### src/rtl/atc_pkg.sv
// shared types, opcodes and width helpers for the integer alu with trap check
package atc_pkg;

  localparam int unsigned XLEN  = 64;
  localparam int unsigned WBITS = 7;

  // operation codes
  typedef enum logic [4:0] {
    OP_ADD  = 5'd0,
    OP_SUB  = 5'd1,
    OP_MUL  = 5'd2,
    OP_AND  = 5'd3,
    OP_OR   = 5'd4,
    OP_XOR  = 5'd5,
    OP_SHL  = 5'd6,
    OP_LSHR = 5'd7,
    OP_ASHR = 5'd8,
    OP_UDIV = 5'd9,
    OP_UREM = 5'd10,
    OP_SDIV = 5'd11,
    OP_SREM = 5'd12,
    OP_ADDT = 5'd13,
    OP_SUBT = 5'd14,
    OP_MULT = 5'd15,
    OP_EQ   = 5'd16,
    OP_NE   = 5'd17,
    OP_SLT  = 5'd18,
    OP_SLE  = 5'd19,
    OP_SGT  = 5'd20,
    OP_SGE  = 5'd21,
    OP_ULT  = 5'd22,
    OP_ULE  = 5'd23,
    OP_UGT  = 5'd24,
    OP_UGE  = 5'd25
  } op_t;

  // width selector codes
  localparam logic [2:0] WSEL_1  = 3'd0;
  localparam logic [2:0] WSEL_8  = 3'd1;
  localparam logic [2:0] WSEL_16 = 3'd2;
  localparam logic [2:0] WSEL_32 = 3'd3;
  localparam logic [2:0] WSEL_64 = 3'd4;

  // divider sequencer states
  typedef enum logic [1:0] {
    DIV_IDLE,
    DIV_RUN,
    DIV_DONE
  } div_state_t;

  // decoded item handed from front to back
  typedef struct packed {
    logic [4:0]       op;
    logic [WBITS-1:0] bits;
    logic [XLEN-1:0]  a;
    logic [XLEN-1:0]  b;
    logic             pre_ok;
  } dec_t;

  // divider control from back
  typedef struct packed {
    logic start;
    logic take;
  } div_ctl_t;

  // divider status to back
  typedef struct packed {
    logic busy;
    logic done;
  } div_sts_t;

  // sign-extend x from its low bits (bits is 1..64)
  function automatic logic [XLEN-1:0] sext_w(logic [XLEN-1:0] x, logic [WBITS-1:0] bits);
    logic [5:0]             sh;
    logic signed [XLEN-1:0] t;
    sh = 6'(7'd64 - bits);
    t  = $signed(x << sh);
    return $unsigned(t >>> sh);
  endfunction

  // mask of the low bits (bits is 1..64)
  function automatic logic [XLEN-1:0] mask_w(logic [WBITS-1:0] bits);
    logic [XLEN-1:0] m;
    if (bits[6]) begin
      m = '1;
    end else begin
      m = (64'd1 << bits[5:0]) - 64'd1;
    end
    return m;
  endfunction

endpackage

### src/rtl/atc_front.sv
// front end: width decode, operand sign extension and trap pre-classification
module atc_front #(
  parameter int unsigned MAX_WIDTH = 64
) (
  input  logic                 clk,
  input  logic                 rst_n,
  input  logic                 in_valid,
  output logic                 in_stall,
  input  logic [4:0]           in_command,
  input  logic [2:0]           in_width_sel,
  input  logic signed [63:0]   in_operand_a,
  input  logic signed [63:0]   in_operand_b,
  output logic                 q_valid,
  input  logic                 q_ready,
  output atc_pkg::dec_t        q_item
);

  logic                         v_r;
  atc_pkg::dec_t                item_r;
  atc_pkg::dec_t                item_nxt;
  logic [atc_pkg::WBITS-1:0]    bits;
  logic [atc_pkg::XLEN-1:0]     a;
  logic [atc_pkg::XLEN-1:0]     b;
  logic [atc_pkg::XLEN-1:0]     m;
  logic [atc_pkg::XLEN-1:0]     ua;
  logic [atc_pkg::XLEN-1:0]     ub;
  logic [atc_pkg::XLEN-1:0]     smin;
  logic                         ok;
  logic                         take;

  // width decode with clamp
  always_comb begin
    case (in_width_sel)
      atc_pkg::WSEL_1:  bits = 7'd1;
      atc_pkg::WSEL_8:  bits = 7'd8;
      atc_pkg::WSEL_16: bits = 7'd16;
      atc_pkg::WSEL_32: bits = 7'd32;
      default:          bits = 7'd64;
    endcase
    if (32'(bits) > MAX_WIDTH) begin
      bits = 7'(MAX_WIDTH);
    end
  end

  // operand views
  always_comb begin
    a    = atc_pkg::sext_w($unsigned(in_operand_a), bits);
    b    = atc_pkg::sext_w($unsigned(in_operand_b), bits);
    m    = atc_pkg::mask_w(bits);
    ua   = a & m;
    ub   = b & m;
    smin = atc_pkg::sext_w(64'd1 << 6'(bits - 7'd1), bits);
  end

  // classify undefined cases ahead of execution
  always_comb begin
    case (in_command)
      atc_pkg::OP_SHL, atc_pkg::OP_LSHR, atc_pkg::OP_ASHR:
        ok = ub < {57'd0, bits};
      atc_pkg::OP_UDIV, atc_pkg::OP_UREM:
        ok = ub != '0;
      atc_pkg::OP_SDIV, atc_pkg::OP_SREM:
        ok = (b != '0) && !((a == smin) && (b == '1));
      default:
        ok = in_command inside {[atc_pkg::OP_ADD:atc_pkg::OP_UGE]};
    endcase
    item_nxt.op     = in_command;
    item_nxt.bits   = bits;
    item_nxt.a      = a;
    item_nxt.b      = b;
    item_nxt.pre_ok = ok;
  end

  assign take     = in_valid && !in_stall;
  assign in_stall = v_r && !q_ready;
  assign q_valid  = v_r;
  assign q_item   = item_r;

  // input register valid
  always_ff @(posedge clk) begin
    if (!rst_n) begin
      v_r <= 1'b0;
    end else if (!v_r || q_ready) begin
      v_r <= in_valid;
    end
  end

  // input register payload
  always_ff @(posedge clk) begin
    if (take) begin
      item_r <= item_nxt;
    end
  end

endmodule

### config.mk
export PLATFORM = sky130hd
export DESIGN_NAME = atc_front
export DESIGN_NICKNAME = d
export VERILOG_FILES = /design/src/rtl/atc_pkg.sv /design/src/rtl/atc_front.sv
export SDC_FILE = /design/constraint.sdc
export NUM_CORES = 1
export LEC_CHECK = 0
export ABC_AREA = 1
export BUFFER_PORTS_ARGS = -buffer_cell sky130_fd_sc_hd__buf_2
export CORE_MARGIN = 3
export CORE_UTILIZATION = 25
export DETAILED_ROUTE_END_ITERATION = 16
export PLACE_DENSITY = 0.5
export SLEW_MARGIN = 20
export SYNTH_ARGS = -nofsm -noshare
export SYNTH_HDL_FRONTEND = slang
export SYNTH_SLANG_ARGS = --single-unit
### constraint.sdc
create_clock -name clk -period 7.2 [get_ports clk]
set_input_delay 0.72 -clock clk [delete_from_list [all_inputs] [get_ports clk]]
set_output_delay 0.72 -clock clk [all_outputs]
set_load 0.1 [all_outputs]
# Word level (Yosys, flattened, before mapping)

Cells that the tools add are included.

Register bits: 142
Bits in latches: 0
RAM bits: 0
Bits in read-only memories: 0
Bits of input ports: 140
Memories kept: 0

Add/sub/neg operators: 3
Multiply operators: 0
Divide/modulo/power cells: 0
Order comparisons: 4
Equal/unequal tests: 12
Shift operators: 8
Mux-type cells: 4
Bitwise operators: 1
Reductions and logical operators: 16

Operators with widths:

| operator                | number |
|---|---|
| $shl A64 B6 Y64         | 3 |
| $sshr A64 B6 Y64        | 3 |
| $reduce_bool A64 Y1     | 2 |
| $shl A1 B6 Y64 const A  | 2 |
| $and A64 B64 Y64        | 1 |
| $eq A64 B64 Y1          | 1 |
| $eq A64 B64 Y1 const B  | 1 |
| $lt A64 B7 Y1           | 1 |
| $mux W64                | 1 |
| $sub A64 B1 Y64 const B | 1 |
| $pmux W7 S4             | 1 |
| $eq A5 B4 Y1 const B    | 5 |
| $eq A5 B3 Y1 const B    | 2 |
| $gt A7 B7 Y1 const B    | 1 |
| $mux W7                 | 1 |
| $eq A3 B2 Y1 const B    | 2 |
| $sub A1 B6 Y6 const A   | 1 |
| $sub A6 B1 Y6 const B   | 1 |
| $ge A5 B1 Y1 const B    | 1 |
| $le A5 B5 Y1 const B    | 1 |
| $logic_and A1 B1 Y1     | 5 |
| $logic_not A1 Y1        | 4 |
| $reduce_or A2 Y1        | 2 |
| $eq A3 B1 Y1 const B    | 1 |
| 4 further kinds         | 4 |

# Logic depth before layout (Yosys ltp)

Word-level depth: 13
Mapped depth: 38
Gate-level depth less buffers: 32

# Least setup slack after synthesis

OpenSTA, ideal clock, no wires.

Path type: register to register
From: reg v_r (netlist: q_valid)
To: reg item_r (netlist bit q_item[0]) (enable)
Arrival: 7189 ps
Required time: 6562 ps
Setup slack: -627 ps
Cell stages (with the launch flop): 4
Path buffers: 0
Clock period less this slack: 7827 ps
Cell sequence: dfxtp_1 > nand2_1 > inv_1 > nor2_1

Word-level cells in the longest chain between the ends: 3

Ends and longest elaborated chain:

| what                   | line            | source |
|---|---|---|
| from (decl)            | atc_front.sv:18 | `logic v_r;` |
| from (signal assigned) | atc_front.sv:84 | `v_r <= in_valid;` |
| $logic_and A1 B1 Y1    | atc_front.sv:75 | `assign in_stall = v_r && !q_ready;` |
| via in_stall           | atc_front.sv:8  | `output logic in_stall,` |
| $logic_not A1 Y1       | atc_front.sv:74 | `assign take = in_valid && !in_stall;` |
| $logic_and A1 B1 Y1    | atc_front.sv:74 |  |
| via take               | atc_front.sv:29 | `logic take;` |
| to (signal assigned)   | atc_front.sv:91 | `item_r <= item_nxt;` |
| to (decl)              | atc_front.sv:19 | `atc_pkg::dec_t item_r;` |

The timed path passes the listed nets, and every way through them passes these cells.
A chain may end at the register's enable or synchronous reset.

# Worst setup path after layout

From: in in_width_sel[2]
To: reg item_r (netlist bit q_item[0]) (data pin)

Word-level cells in the longest chain between the ends: 13
Elaborated cells on any way between the ends: 29
Classes of those cells: 3 x add/sub; 2 x order compare; 5 x eq/ne; 8 x shift; 4 x mux; 1 x bitwise; 6 x reduce/logical

Ends and longest elaborated chain:

| what                                                  | line            | source |
|---|---|---|
| from (decl)                                           | atc_front.sv:10 | `input logic [2:0] in_width_sel,` |
| $eq A3 B2 Y1, or another cell as far along            | atc_front.sv:33 | `case (in_width_sel)` |
| $pmux W7 S4 (*)                                       | atc_front.sv:33 |  |
| $gt A7 B7 Y1                                          | atc_front.sv:40 | `if (32'(bits) > MAX_WIDTH) begin` |
| $mux W7 (*)                                           | atc_front.sv:40 |  |
| via bits (one bit)                                    | atc_front.sv:21 | `logic [atc_pkg::WBITS-1:0] bits;` |
| branches (longest 8 deep; another with $lt A64 B7 Y1) | n/a             |  |
| $pmux W1 S3 (*)                                       | atc_front.sv:57 | `case (in_command)` |
| via ok                                                | atc_front.sv:28 | `logic ok;` |

Mark *: on every way through the listed nets, which the timed path passes.

==> qor.yml <==
yosys.area.top_type: "nand2_1"
nets: 3383
cts_hold_buf: 0
dieArea_um2: 72800
postRouteAntennaNets: 0
whs_ps: 493
htree_levels: 4
tns_ps: 0
cts_setup_buffers: 0
arrival_ps: 5960
synth.area.top_cells: "nand2_1 (25%), nand3_1 (25%), edfxtp_1 (24%)"
p_int_mw: 2.05
path_cells: "buf_4 > nor3_1 > inv_1 > ha_4 > inv_6 > buf_12 > nand3_1 > nand3_1 > nand2_1 > nand3_1 > nand2_1 > nand2_1 > nand3_1 > nand3_1 > nand3_1 > nand2_1 > a21boi_1 > nand2_1 > nor2_1 > nand2_1 > nor2_1 > nand2_1 > nand2_1 > nand2_1"
cp_slowest_stage_delay_ps: 570
worst_setup_path_start_kind: "input port"
wl_mm: 82.3
synth-seq-cells: 140
initial_core_util: 0.253
ys_seq_area_frac: 0.241
cts_buffers: 17
drv_slew: 0
fmax_mhz: 173
io_pins: 283
worst_pin_slew_ps: 957
fin_cells: 4178
p_sw_mw: 2.44
switching_share: 0.543
viasPerCell: 5.12
synth.distinct_cells: 52
async_reset_ff_frac: 0
rows: 96
criticalPathCategory: "in2reg"
cpMostUsedCell: "nand2_1"
vdd_drop_max_mv: 0.138
synth-main-ff-cell: "edfxtp_1"
core_um2: 68800
drive_gt1_frac: 0.114
gp_congestion: 0.951
cts.sinks: 140
hold_class: "reg2reg"
place_area_um2: 19300
critPathTopFamily: "simple AND/OR/NAND/NOR gates"
grt_pass1_vias: 19000
placed_cells_incl_taps: 4143
path_buf_inv: 4
p_clk_frac: 0.189
yosysMostFrequentCell: "nand2_1"
synth_edf_count: 139
netlist_instances: 3106
p_leak_nw: 10.3
drcViolationCount: 0
drt_iter0_drc: 2645
final.min_clock_period_ps: 5780
antenna_found_initial: 9
die_h_um: 270
grt_use_total: 0.216
setup_violations: 0
place_hpwl_mm: 62.6
outcome: "complete, no violations"
critPathMaxFanout: 83
grt_first_pass_wirelength_mm: 123
clock-root-buffer: "clkbuf_16"
slowest_stage: "nor3_1"
p_seq_frac: 0.237
final_area_um2: 19900
synthTopCellsByCount: "nand2_1 (1179), nand3_1 (854), inv_1 (282)"
clkTransAtPathRegs_ps: 60
via_count: 21400
pwr-share-comb: 0.574
cts_tree: "yes"
firstDrtPassIters: 6
wl_per_cell_um: 19.7
hold_violations: 0
grt_overflow: 0
syn_area_per_cell_um2: 5.60
rsz0062_at_grt: "no"
die_w_um: 270
max_slew_margin: 0.362
syn_area_um2: 17400
cap_violations: 0
final.setup_skew_ps: 11.5
required_ps: 7390
clk_path_buf_depth: 2
clk_latency_ps: 440
grt_max_degree: 142
yosys.area.top_type_share: 0.254
fin_util: 0.289
worst_setup_path_end_kind: "register"
yosysWarnings: 0
powerDensity_nw_per_um2: 226
port_buffers: 280
min_period_over_period: 0.802
area_growth_pct: 14.4
cts.repair.resized: 0
==> final timing paths <==
path / startpoint / endpoint / slack, ps / depth (start not counted)
setup / recovery: in_width_sel[2] / q_item[0]$_DFFE_PP_ / 1420 / 24
hold / removal: q_valid$_SDFFE_PN0N_ / q_valid$_SDFFE_PN0N_ / 490 / 2
setup reg to reg: q_valid$_SDFFE_PN0N_ / q_item[47]$_DFFE_PP_ / 5610 / 4
hold reg to reg: q_valid$_SDFFE_PN0N_ / q_valid$_SDFFE_PN0N_ / 490 / 2
==> metal layers <==
metal	global-route usage	up-vias	wire (um)
li1	-	10500	-
met1	0.340	9822	40600
met2	0.297	1048	32800
met3	0.0448	68	7690
met4	0.0405	12	1190
met5	0	-	76
==> cell usage in the layout, fill, tap and decap left out, types with 4 or more instances in the layout <==
master	synthesis	final
edfxtp_1	139	139
buf_2	92	279
clkbuf_16	0	17
buf_12	0	9
nand2_1	1179	1179
ha_1	12	10
inv_6	0	5
inv_2	4	4
clkinv_4	0	5
nand2_2	9	9
o21ai_0	74	74
o31ai_1	5	5
inv_1	282	280
a21o_1	4	4
nand4_1	41	41
nand3b_1	17	17
buf_4	22	24
o22ai_1	4	4
o21ai_1	12	12
a21oi_1	49	49
nor2_1	145	144
nand3_1	854	854
nor3_1	15	15
xor2_1	5	5
o211ai_1	8	8
==> worst min-delay path, stage by stage (launching register included) <==
cell and delay [ps]:
dfxtp_1 300, nand2_1 70, a21boi_0 70
==> flip-flops by register name, indices dropped and copies added (netlist names) <==
| signal | cells |
|---|---|
| q_item | 139 |
| q_valid | 1 |
==> power groups by stage <==
| stage | registers [mW] | logic, mW | clock network (mW) |
|---|---|---|---|
| after global placement | 1.09 | 2.54 | 0 |
| after CTS | 1.07 | 2.55 | 0.878 |
| after floorplan | 1.77 | 1.18 | 0 |
| final | 1.07 | 2.58 | 0.850 |
| after detailed placement | 1.09 | 2.54 | 0 |
| after global routing | 1.08 | 2.78 | 0.905 |
==> layout make-up <==
| class | instances | area (um2) |
|---|---|---|
| flip-flops and latches | 140 | 4190 |
| diodes | 3 | 7.51 |
| clock inverters | 15 | 140 |
| well taps | 931 | 1160 |
| repair buffers | 312 | 1760 |
| clock buffers | 17 | 425 |
| inverters | 288 | 1100 |
| fillers | 7997 | 48900 |
| multi-input cells | 2472 | 11100 |
==> through the flow <==
stage / total power [mW] / setup WS (ps)
3_3_place_gp: 3.63 / 890
5_1_grt: 4.76 / 1000
2_1_floorplan: 2.95 / 1740
3_5_place_dp: 3.63 / 945
6_report: 4.50 / 1420
4_1_cts: 4.50 / 1410
==> logic make-up after synthesis <==
| logic type | after synthesis | synth area share |
|---|---|---|
| other cells | 1 | 0.000216 |
| xor+xnor | 6 | 0.00302 |
| flops | 140 | 0.241 |
| fa+ha+maj | 12 | 0.00863 |
| simple gates | 2272 | 0.566 |
| compound gates | 180 | 0.0587 |
| buf+inv | 495 | 0.122 |
Power figures use the tool's default switching activity.
