**src/rtl/atc_pkg.sv**
```systemverilog
// shared types, opcodes and width helpers for the integer alu with trap check
package atc_pkg;

  localparam int unsigned XLEN  = 64;
  localparam int unsigned WBITS = 7;

  // operation codes
  typedef enum logic [4:0] {
    OP_ADD  = 5'd0,
    OP_SUB  = 5'd1,
    OP_MUL  = 5'd2,
    OP_AND  = 5'd3,
    OP_OR   = 5'd4,
    OP_XOR  = 5'd5,
    OP_SHL  = 5'd6,
    OP_LSHR = 5'd7,
    OP_ASHR = 5'd8,
    OP_UDIV = 5'd9,
    OP_UREM = 5'd10,
    OP_SDIV = 5'd11,
    OP_SREM = 5'd12,
    OP_ADDT = 5'd13,
    OP_SUBT = 5'd14,
    OP_MULT = 5'd15,
    OP_EQ   = 5'd16,
    OP_NE   = 5'd17,
    OP_SLT  = 5'd18,
    OP_SLE  = 5'd19,
    OP_SGT  = 5'd20,
    OP_SGE  = 5'd21,
    OP_ULT  = 5'd22,
    OP_ULE  = 5'd23,
    OP_UGT  = 5'd24,
    OP_UGE  = 5'd25
  } op_t;

  // width selector codes
  localparam logic [2:0] WSEL_1  = 3'd0;
  localparam logic [2:0] WSEL_8  = 3'd1;
  localparam logic [2:0] WSEL_16 = 3'd2;
  localparam logic [2:0] WSEL_32 = 3'd3;
  localparam logic [2:0] WSEL_64 = 3'd4;

  // divider sequencer states
  typedef enum logic [1:0] {
    DIV_IDLE,
    DIV_RUN,
    DIV_DONE
  } div_state_t;

  // decoded item handed from front to back
  typedef struct packed {
    logic [4:0]       op;
    logic [WBITS-1:0] bits;
    logic [XLEN-1:0]  a;
    logic [XLEN-1:0]  b;
    logic             pre_ok;
  } dec_t;

  // divider control from back
  typedef struct packed {
    logic start;
    logic take;
  } div_ctl_t;

  // divider status to back
  typedef struct packed {
    logic busy;
    logic done;
  } div_sts_t;

  // sign-extend x from its low bits (bits is 1..64)
  function automatic logic [XLEN-1:0] sext_w(logic [XLEN-1:0] x, logic [WBITS-1:0] bits);
    logic [5:0]             sh;
    logic signed [XLEN-1:0] t;
    sh = 6'(7'd64 - bits);
    t  = $signed(x << sh);
    return $unsigned(t >>> sh);
  endfunction

  // mask of the low bits (bits is 1..64)
  function automatic logic [XLEN-1:0] mask_w(logic [WBITS-1:0] bits);
    logic [XLEN-1:0] m;
    if (bits[6]) begin
      m = '1;
    end else begin
      m = (64'd1 << bits[5:0]) - 64'd1;
    end
    return m;
  endfunction

endpackage

```
**src/rtl/atc_fifo.sv**
```systemverilog
// two-entry queue of decoded items between front and back
module atc_fifo (
  input  logic           clk,
  input  logic           rst_n,
  input  logic           push,
  input  atc_pkg::dec_t  push_item,
  output logic           ready,
  input  logic           pop,
  output logic           head_valid,
  output atc_pkg::dec_t  head
);

  atc_pkg::dec_t  ent_r [2];
  logic           wr_ptr_r;
  logic           rd_ptr_r;
  logic [1:0]     cnt_r;
  logic           do_push;
  logic           do_pop;

  assign ready      = cnt_r != 2'd2;
  assign head_valid = cnt_r != 2'd0;
  assign head       = ent_r[rd_ptr_r];
  assign do_push    = push && ready;
  assign do_pop     = pop && head_valid;

  // pointers and fill count
  always_ff @(posedge clk) begin
    if (!rst_n) begin
      wr_ptr_r <= 1'b0;
      rd_ptr_r <= 1'b0;
      cnt_r    <= 2'd0;
    end else begin
      if (do_push) wr_ptr_r <= !wr_ptr_r;
      if (do_pop)  rd_ptr_r <= !rd_ptr_r;
      cnt_r <= cnt_r + {1'b0, do_push} - {1'b0, do_pop};
    end
  end

  // storage
  always_ff @(posedge clk) begin
    if (do_push) begin
      ent_r[wr_ptr_r] <= push_item;
    end
  end

endmodule

```
**config.mk**
```make
export PLATFORM = sky130hd
export DESIGN_NAME = atc_fifo
export DESIGN_NICKNAME = d
export VERILOG_FILES = /design/src/rtl/atc_pkg.sv /design/src/rtl/atc_fifo.sv
export SDC_FILE = /design/constraint.sdc
export NUM_CORES = 1
export LEC_CHECK = 0
export ABC_AREA = 1
export BUFFER_PORTS_ARGS = -buffer_cell sky130_fd_sc_hd__buf_2
export CORE_MARGIN = 1.5
export CORE_UTILIZATION = 56
export CTS_CLUSTER_DIAMETER = 200
export CTS_CLUSTER_SIZE = 28
export DETAILED_ROUTE_END_ITERATION = 10
export MAX_ROUTING_LAYER = met4
export PLACE_DENSITY = 0.84
export SLEW_MARGIN = 20
export SYNTH_ARGS = -nofsm -noshare
export SYNTH_HDL_FRONTEND = slang
export SYNTH_SLANG_ARGS = --single-unit
```
**constraint.sdc**
```tcl
create_clock -name clk -period 13.52 [get_ports clk]
set_clock_uncertainty 0.2 [all_clocks]
set_input_delay 0.676 -clock clk [delete_from_list [all_inputs] [get_ports clk]]
set_output_delay 0.676 -clock clk [all_outputs]
set_load 0.005 [all_outputs]
```
Yosys cells after proc, flatten, opt, wreduce, memory -nomap -nowiden --
Memory sizes are Yosys's and may differ from the RTL's. A register that Yosys moved wholly into a read port is not among the register bits. Cells that the tools add are included.
Word-level totals: register bits 4, bits in writable memories 282, input port bits 145, logic and storage cells 16, memories kept 1
Cells by class: add/subtract/negate cells 2, equality and inequality tests 1, multiplexer cells 4, reductions and logical operators 5
Memory list:
- ent_r | depth 2, width 141, rd ports 1, clocked after Yosys merged registers in 1, write ports 1, line atc_fifo.sv:13 | atc_pkg::dec_t ent_r [2];
Operator list (count):
- 2-to-1 mux 1 bit | 4
- adder 2 x 1 -> 2 bit | 1
- logical AND 1 bit | 2
- zero test 1 bit | 2
- inequality test 2 bit (second input constant) | 1
- nonzero test 2 bit | 1
- subtractor 2 x 1 -> 2 bit | 1

Depth between registers and ports, before layout --
Gate-level depths: netlist of run 1.
depth after elaboration 4, depth in mapped cells 11, gate-level depth less buffers 11

Worst setup path before layout of run 1 --
Ideal clock, no wire load.
path kind input-to-reg, from in push, to mem ent_r[1][0] in the netlist's numbering (enable), data arrival time 6.703 ns, data required time 12.675 ns, path slack 5.972 ns, stages on the path 2, path buffers 0, path through nand2_1 > nor2_1
On the way: cells in the longest elaborated chain, start to end 3
Ends and longest elaborated chain:
- from (decl) | line atc_fifo.sv:5 | input logic push,
- logical AND 1 bit | line atc_fifo.sv:23 | assign do_push = push && ready;
- 2-to-1 mux 1 bit | line atc_fifo.sv:41 | if (do_push) begin
- 2-to-1 mux 1 bit (not written as such) | line atc_fifo.sv:42 | ent_r[wr_ptr_r] <= push_item;
- to (decl) | line atc_fifo.sv:13
No other way between the ends.

Worst setup path after layout of run 1 --
from reg cnt_r[0], to mem ent_r[1][88] in the netlist's numbering (enable)
On the way: cells in the longest elaborated chain, start to end 4
Ends and longest elaborated chain:
- from (decl) | line atc_fifo.sv:16 | logic [1:0] cnt_r;
- from (signal assigned) | line atc_fifo.sv:35 | cnt_r <= cnt_r + {1'b0, do_push} - {1'b0, do_pop};
- inequality test 2 bit | line atc_fifo.sv:20 | assign ready = cnt_r != 2'd2;
- logical AND 1 bit | line atc_fifo.sv:23
- 2-to-1 mux 1 bit | line atc_fifo.sv:41
- 2-to-1 mux 1 bit (not written as such) | line atc_fifo.sv:42
No other way between the ends.

==> results of run 1 <==
[path summary, 6_finish.rpt]
| path | end | cells past startpoint |
|---|---|---|
| hold / removal | ent_r[0][84] | 1 |
| setup / recovery | ent_r[1][88] | 6 |
| setup reg to reg | ent_r[1][88] | 6 |
| hold reg to reg | rd_ptr_r | 2 |
[flip-flops by register name, summed over array words and instances, names as in the netlist, named ones only]
signal and flops:
ent_r 282, wr_ptr_r 1, rd_ptr_r 1, cnt_r 2
[cell type report]
type / count / share of cell area
flip-flops and latches: 287 / 0.666
multi-input cells: 165 / 0.159
repair buffers: 293 / 0.115
clock buffers: 23 / 0.0315
well taps: 234 / 0.0228
clock inverters: 1 / 0.00233
inverters: 7 / 0.00204
diodes: 3 / 0.000584
[kinds of logic after synthesis]
logic type,after synthesis
flops,287
mux,141
buf+inv,23
simple gates,21
compound gates,1
xor+xnor,1
fa+ha+maj,1
[synthesized netlist by cell type]
| master | n | area [um2] |
|---|---|---|
| edfxtp_1 | 282 | 8470 |
| a21oi_1 | 1 | 5.00 |
| buf_6 | 10 | 113 |
| xnor2_1 | 1 | 8.76 |
| buf_8 | 1 | 15.0 |
| dfxtp_1 | 5 | 100 |
| nor2_1 | 9 | 33.8 |
| nand3_1 | 1 | 5.00 |
| ha_1 | 1 | 12.5 |
| buf_2 | 5 | 25.0 |
| mux2_2 | 51 | 574 |
| mux2_4 | 90 | 1350 |
| inv_1 | 7 | 26.3 |
| nand2_1 | 11 | 41.3 |
[per-stage QoR]
stage	utilization	hold WS, ps
3_3_place_gp	0.662	287
3_5_place_dp	0.662	330
5_1_grt	0.685	143
4_1_cts	0.685	149
6_report	0.685	170
2_1_floorplan	-	267
[power by group]
part           internal (mW)  switching [mW]
logic                  0.292           0.256
clock network          0.213           0.258
registers               1.13          0.0433
total                   1.63           0.557
[cells in the final DEF (no fill, tap or decap)]
cell / netlist / routed
nor2_4: 0 / 2
inv_1: 7 / 7
nand2_1: 11 / 11
buf_2: 5 / 287
ha_1: 1 / 1
dfxtp_1: 5 / 4
clkinv_16: 0 / 1
nand3_1: 1 / 1
edfxtp_1: 282 / 282
buf_4: 0 / 6
a21oi_1: 1 / 1
nor2_1: 9 / 7
clkbuf_16: 0 / 15
diode_2: 0 / 3
dfxtp_4: 0 / 1
mux2_4: 90 / 90
mux2_2: 51 / 51
xnor2_1: 1 / 1
clkbuf_1: 0 / 8
[routing by layer]
layer  wire [um]  track usage  share of wire  up-vias
li1            -            -              -     2439
met1        7460        0.222           0.39     2541
met2        9840        0.332           0.51      231
met3        1570       0.0506          0.082       29
met4         360       0.0532          0.019        0
met5           0            -              0        -
==> metrics.yaml, run 1 <==
route:
  route.vias.total: 5240
  dr.pass1.iters: 6
  ant_nets: 0
  viasPerCell: 5.17
  routed_wl_um: 19200
  drt_iter0_drc: 341
  drc: 0
  wire_per_inst_um: 19.0
floorplan:
  die_x_um: 142
  num_rows: 50
  die_h_um: 142
  core_area_um2: 18800
  initial_core_util: 0.574
  die_area_um2: 20100
  ios: 288
timing:
  finalSetupViolations: 0
  fin_tns_setup_ps: 0
  relSlewSlack: 0.308
  fmax_mhz: 280
  fin_ws_ps: 9950
  finalCritPeriodShare: 0.264
  slew_viol_final: 0
  worstMarginPinSlew_ps: 1040
  finalHoldViolCount: 0
  finalCriticalPeriod_ps: 3570
  rsz0062_at_grt: "no"
clock_tree:
  cts.sinks: 287
  cts_made_buffers: 14
  clk_latency_ps: 480
  cts.repair.resized: 0
  clk_pin_slew_ps: 100
  cts_root_buffer: "clkbuf_16"
  clk_path_buf_depth: 3
  cts_tree: "done"
  post-cts-setup-buffers: 0
  htreeDepth: 1
  cts_hold_buf: 0
logic_synthesis:
  syn_inst: 475
  synth_nets: 621
  synthSimpleGateAreaFrac: 0.00743
  syn-mean-instance-area_um2: 22.7
  synth_seq_area_share: 0.795
  synth-seq-cells: 287
  synth_fa_ha_area_frac: 0.00116
  synthXorXnorAreaFrac: 0.000813
  yosysWarnings: 0
  synth_top_family_by_area: "multiplexers"
  synth.distinct_cells: 14
  netlist_area_um2: 10800
  synth_compound_area_frac: 0.000464
  synthMuxAreaShare: 0.179
critical_path:
  r2r_slack_ps: 9950
  crit_fanout: 57
  startpoint_type: "register"
  cpLargestDelayFamily: "buffers and inverters"
  slowest_delay_ps: 820
  cp_num_buf_inv: 3
  cp.required_ps: 13440
  r2r-start: "cnt_r[0]"
  cp.arrival_ps: 3490
  crit_start: "cnt_r[0]"
  crit_slowest_cell: "nor2_4"
  cp-end-kind: "register"
  path_cells: "inv_1, nand2_1, nand2_1, nor2_4, buf_4, buf_4"
  critPathKind: "reg2reg"
hold_path:
  hold_start: "push_item[84]"
  hold_path.class: "in2reg"
place:
  place_ws_ps: 9660
  gp_congestion: 0.818
  dp_cells: 986
  dpl_cell_area_um2: 12400
  portBuffers: 287
  place_hpwl_um: 13200
cells_and_area:
  fin_nets: 914
  nFillCells: 1206
  multiInputGateArea_um2: 2050
  drive_above_1_share: 0.584
  syn2layout_area_growth_pct: 19.3
  seqCellArea_um2: 8570
  instances_no_fill: 1013
  final_area_um2: 12900
global_route:
  grt_max_degree: 79
  first_global_vias: 5437
  grt_first_pass_wirelength_um: 28600
  grt_antenna_before_repair: 3
  track_usage: 0.192
  grt_overflow: 0
outcome:
  status: "finished, final reports clean"
flow_run:
  drv_cap: 0
power_and_ir_drop:
  worst_ir_drop_vdd_mv: 0.134
  leakagePower_nw: 4.96
  p_per_area_nw_per_um2: 170
  p_total_mw: 2.19
(Power assumes the default switching activity.)
==> inputs of run 2 (changes only) <==
Settings changed: CORE_UTILIZATION 56 to 52, PLACE_DENSITY 0.84 to 0.79.
Clock period 13.52 ns to 3.39 ns, I/O delays scaled along.
==> run 2 against run 1 <==
  * Global-route usage is 2.0 points higher
  * Register-to-register slack worse by 8600 ps
  * Via count is 15% higher
  * Routed wire length is 18% higher
  * First-iteration DRC count is 6.5% lower
  * Cell area is 12% higher
  * Die area is 7.5% higher
  * Sequential cell count stayed put
  * Count of clock-buffer cells in the layout stayed put
  * Cell count is 17% higher
==> metrics.yaml, run 2 (synthesis results as in run 1) <==
cells_and_area:
  drive_above_1_share: 0.493
  top_regs: "ent_r (282), cnt_r (2)"
  largest-register: "ent_r"
  final_area_um2: 14400
  final_cell_mix: "buf_2, edfxtp_1, dlygate4sd3_1"
  nFillCells: 1239
  instances_no_fill: 1190
  syn2layout_area_growth_pct: 33.6
  largest_reg_flops: 282
  layout_commonest_cell: "buf_2"
  fin_nets: 1057
critical_path:
  cp.arrival_ps: 2220
  cp-end-kind: "primary output"
  slowest_delay_ps: 780
  crit_slowest_cell: "dfxtp_4"
  cpLargestDelayFamily: "flip-flops"
  cp_num_buf_inv: 2
  reg2reg_depth: 5
  path_depth: 3
  startpoint_type: "register"
  crit_fanout: 52
  path_cells: "buf_12, mux2_2, buf_2"
  cp.required_ps: 3020
  critPathKind: "reg2out"
clock_tree:
  cts.repair.resized: 0
  post-cts-setup-buffers: 0
  cts_tree: "done"
  htreeDepth: 1
  cts_hold_buf: 143
  cts.sinks: 287
  cts_root_buffer: "clkbuf_16"
  clk_pin_slew_ps: 100
  cts_made_buffers: 14
  clk_path_buf_depth: 3
  clk_latency_ps: 480
timing:
  finalHoldViolCount: 0
  fin_hold_ws_ps: 46.6
  slew_viol_final: 0
  rsz0062_at_grt: "no"
  relSlewSlack: 0.569
  fmax_mhz: 387
  finalCritPeriodShare: 0.763
  worstMarginPinSlew_ps: 647
  fin_ws_ps: 804
  finalCriticalPeriod_ps: 2590
  finalSetupViolations: 0
global_route:
  track_usage: 0.211
  grt_max_degree: 97
  first_global_vias: 6478
  grt_antenna_before_repair: 1
  grt_first_pass_wirelength_um: 34200
  grt_overflow: 0
place:
  portBuffers: 287
  place_ws_ps: 1300
  place_hpwl_um: 13400
  gp_congestion: 0.739
  dpl_cell_area_um2: 12500
  dp_cells: 1022
route:
  dr.pass1.iters: 5
  wire_per_inst_um: 19.1
  routed_wl_um: 22700
  ant_nets: 0
  drc: 0
  route.vias.total: 6047
  viasPerCell: 5.08
  drt_iter0_drc: 319
floorplan:
  die_x_um: 147
  die_h_um: 147
  core_area_um2: 20300
  die_area_um2: 21600
  initial_core_util: 0.531
  num_rows: 52
  ios: 288
power_and_ir_drop:
  p_per_area_nw_per_um2: 622
  leakagePower_nw: 5.58
  worst_ir_drop_vdd_mv: 0.577
flow_run:
  drv_cap: 0
hold_path:
  min_path_cells: 5
  hold_path.class: "in2reg"
outcome:
  status: "finished, final reports clean"
==> run 2: changes by cell type in the layout (fill, tap and decap cells not counted) <==
cell / change
buf_12: +5
dlygate4sd3_1: +143
diode_2: -2
buf_4: -5
==> run 2: worst paths after layout <==
check	from	end	slack, ps
worst min-delay path	push	wr_ptr_r	50
worst max-delay path	register	head[38]	800
worst min register to register	rd_ptr_r	rd_ptr_r	330
worst max register to register	cnt_r[0]	ent_r[0][100]	1340
==> run 2: layer usage <==
layer  part of all wire  GRT usage  routed length [um]  up-vias
met4              0.028     0.0695                 629        0
met2               0.52      0.372               11800      265
met1               0.39      0.248                8950     3013
met3              0.059     0.0354                1340       48
li1                   -          -                   -     2721
met5                  0          -                   0        -
==> run 2: tightest hold or removal path, delay by kind of cell <==
kind / cells / cell delay, ps
simple gates: 4 / 430
buf+inv: 1 / 90
==> run 2: layout make-up <==
type,count,area [um2],share of cell area
clock buffer,23,405,0.0282
inverter,7,26.3,0.00183
multi-input combinational,165,2050,0.142
sequential,287,8570,0.595
clock inverter,1,30.0,0.00209
tap,270,338,0.0235
timing repair buffer,436,2980,0.207
antenna,1,2.50,0.000174
==> run 2: per-stage QoR <==
step | power [mW] | util | setup TNS (ps)
6_report | 8.96 | 0.709 | 0
2_1_floorplan | 6.18 | - | -439340
3_3_place_gp | 6.89 | 0.617 | 0
4_1_cts | 8.98 | 0.709 | 0
3_5_place_dp | 6.99 | 0.617 | 0
5_1_grt | 9.32 | 0.709 | 0
==> run 2: report_power, final <==
group | leakage, nW | total (mW) | internal [mW] | switching, mW
clock network | 0.206 | 1.88 | 0.851 | 1.03
logic | 2.69 | 2.38 | 1.30 | 1.08
registers | 2.68 | 4.70 | 4.50 | 0.203
total | 5.58 | 8.96 | 6.64 | 2.32
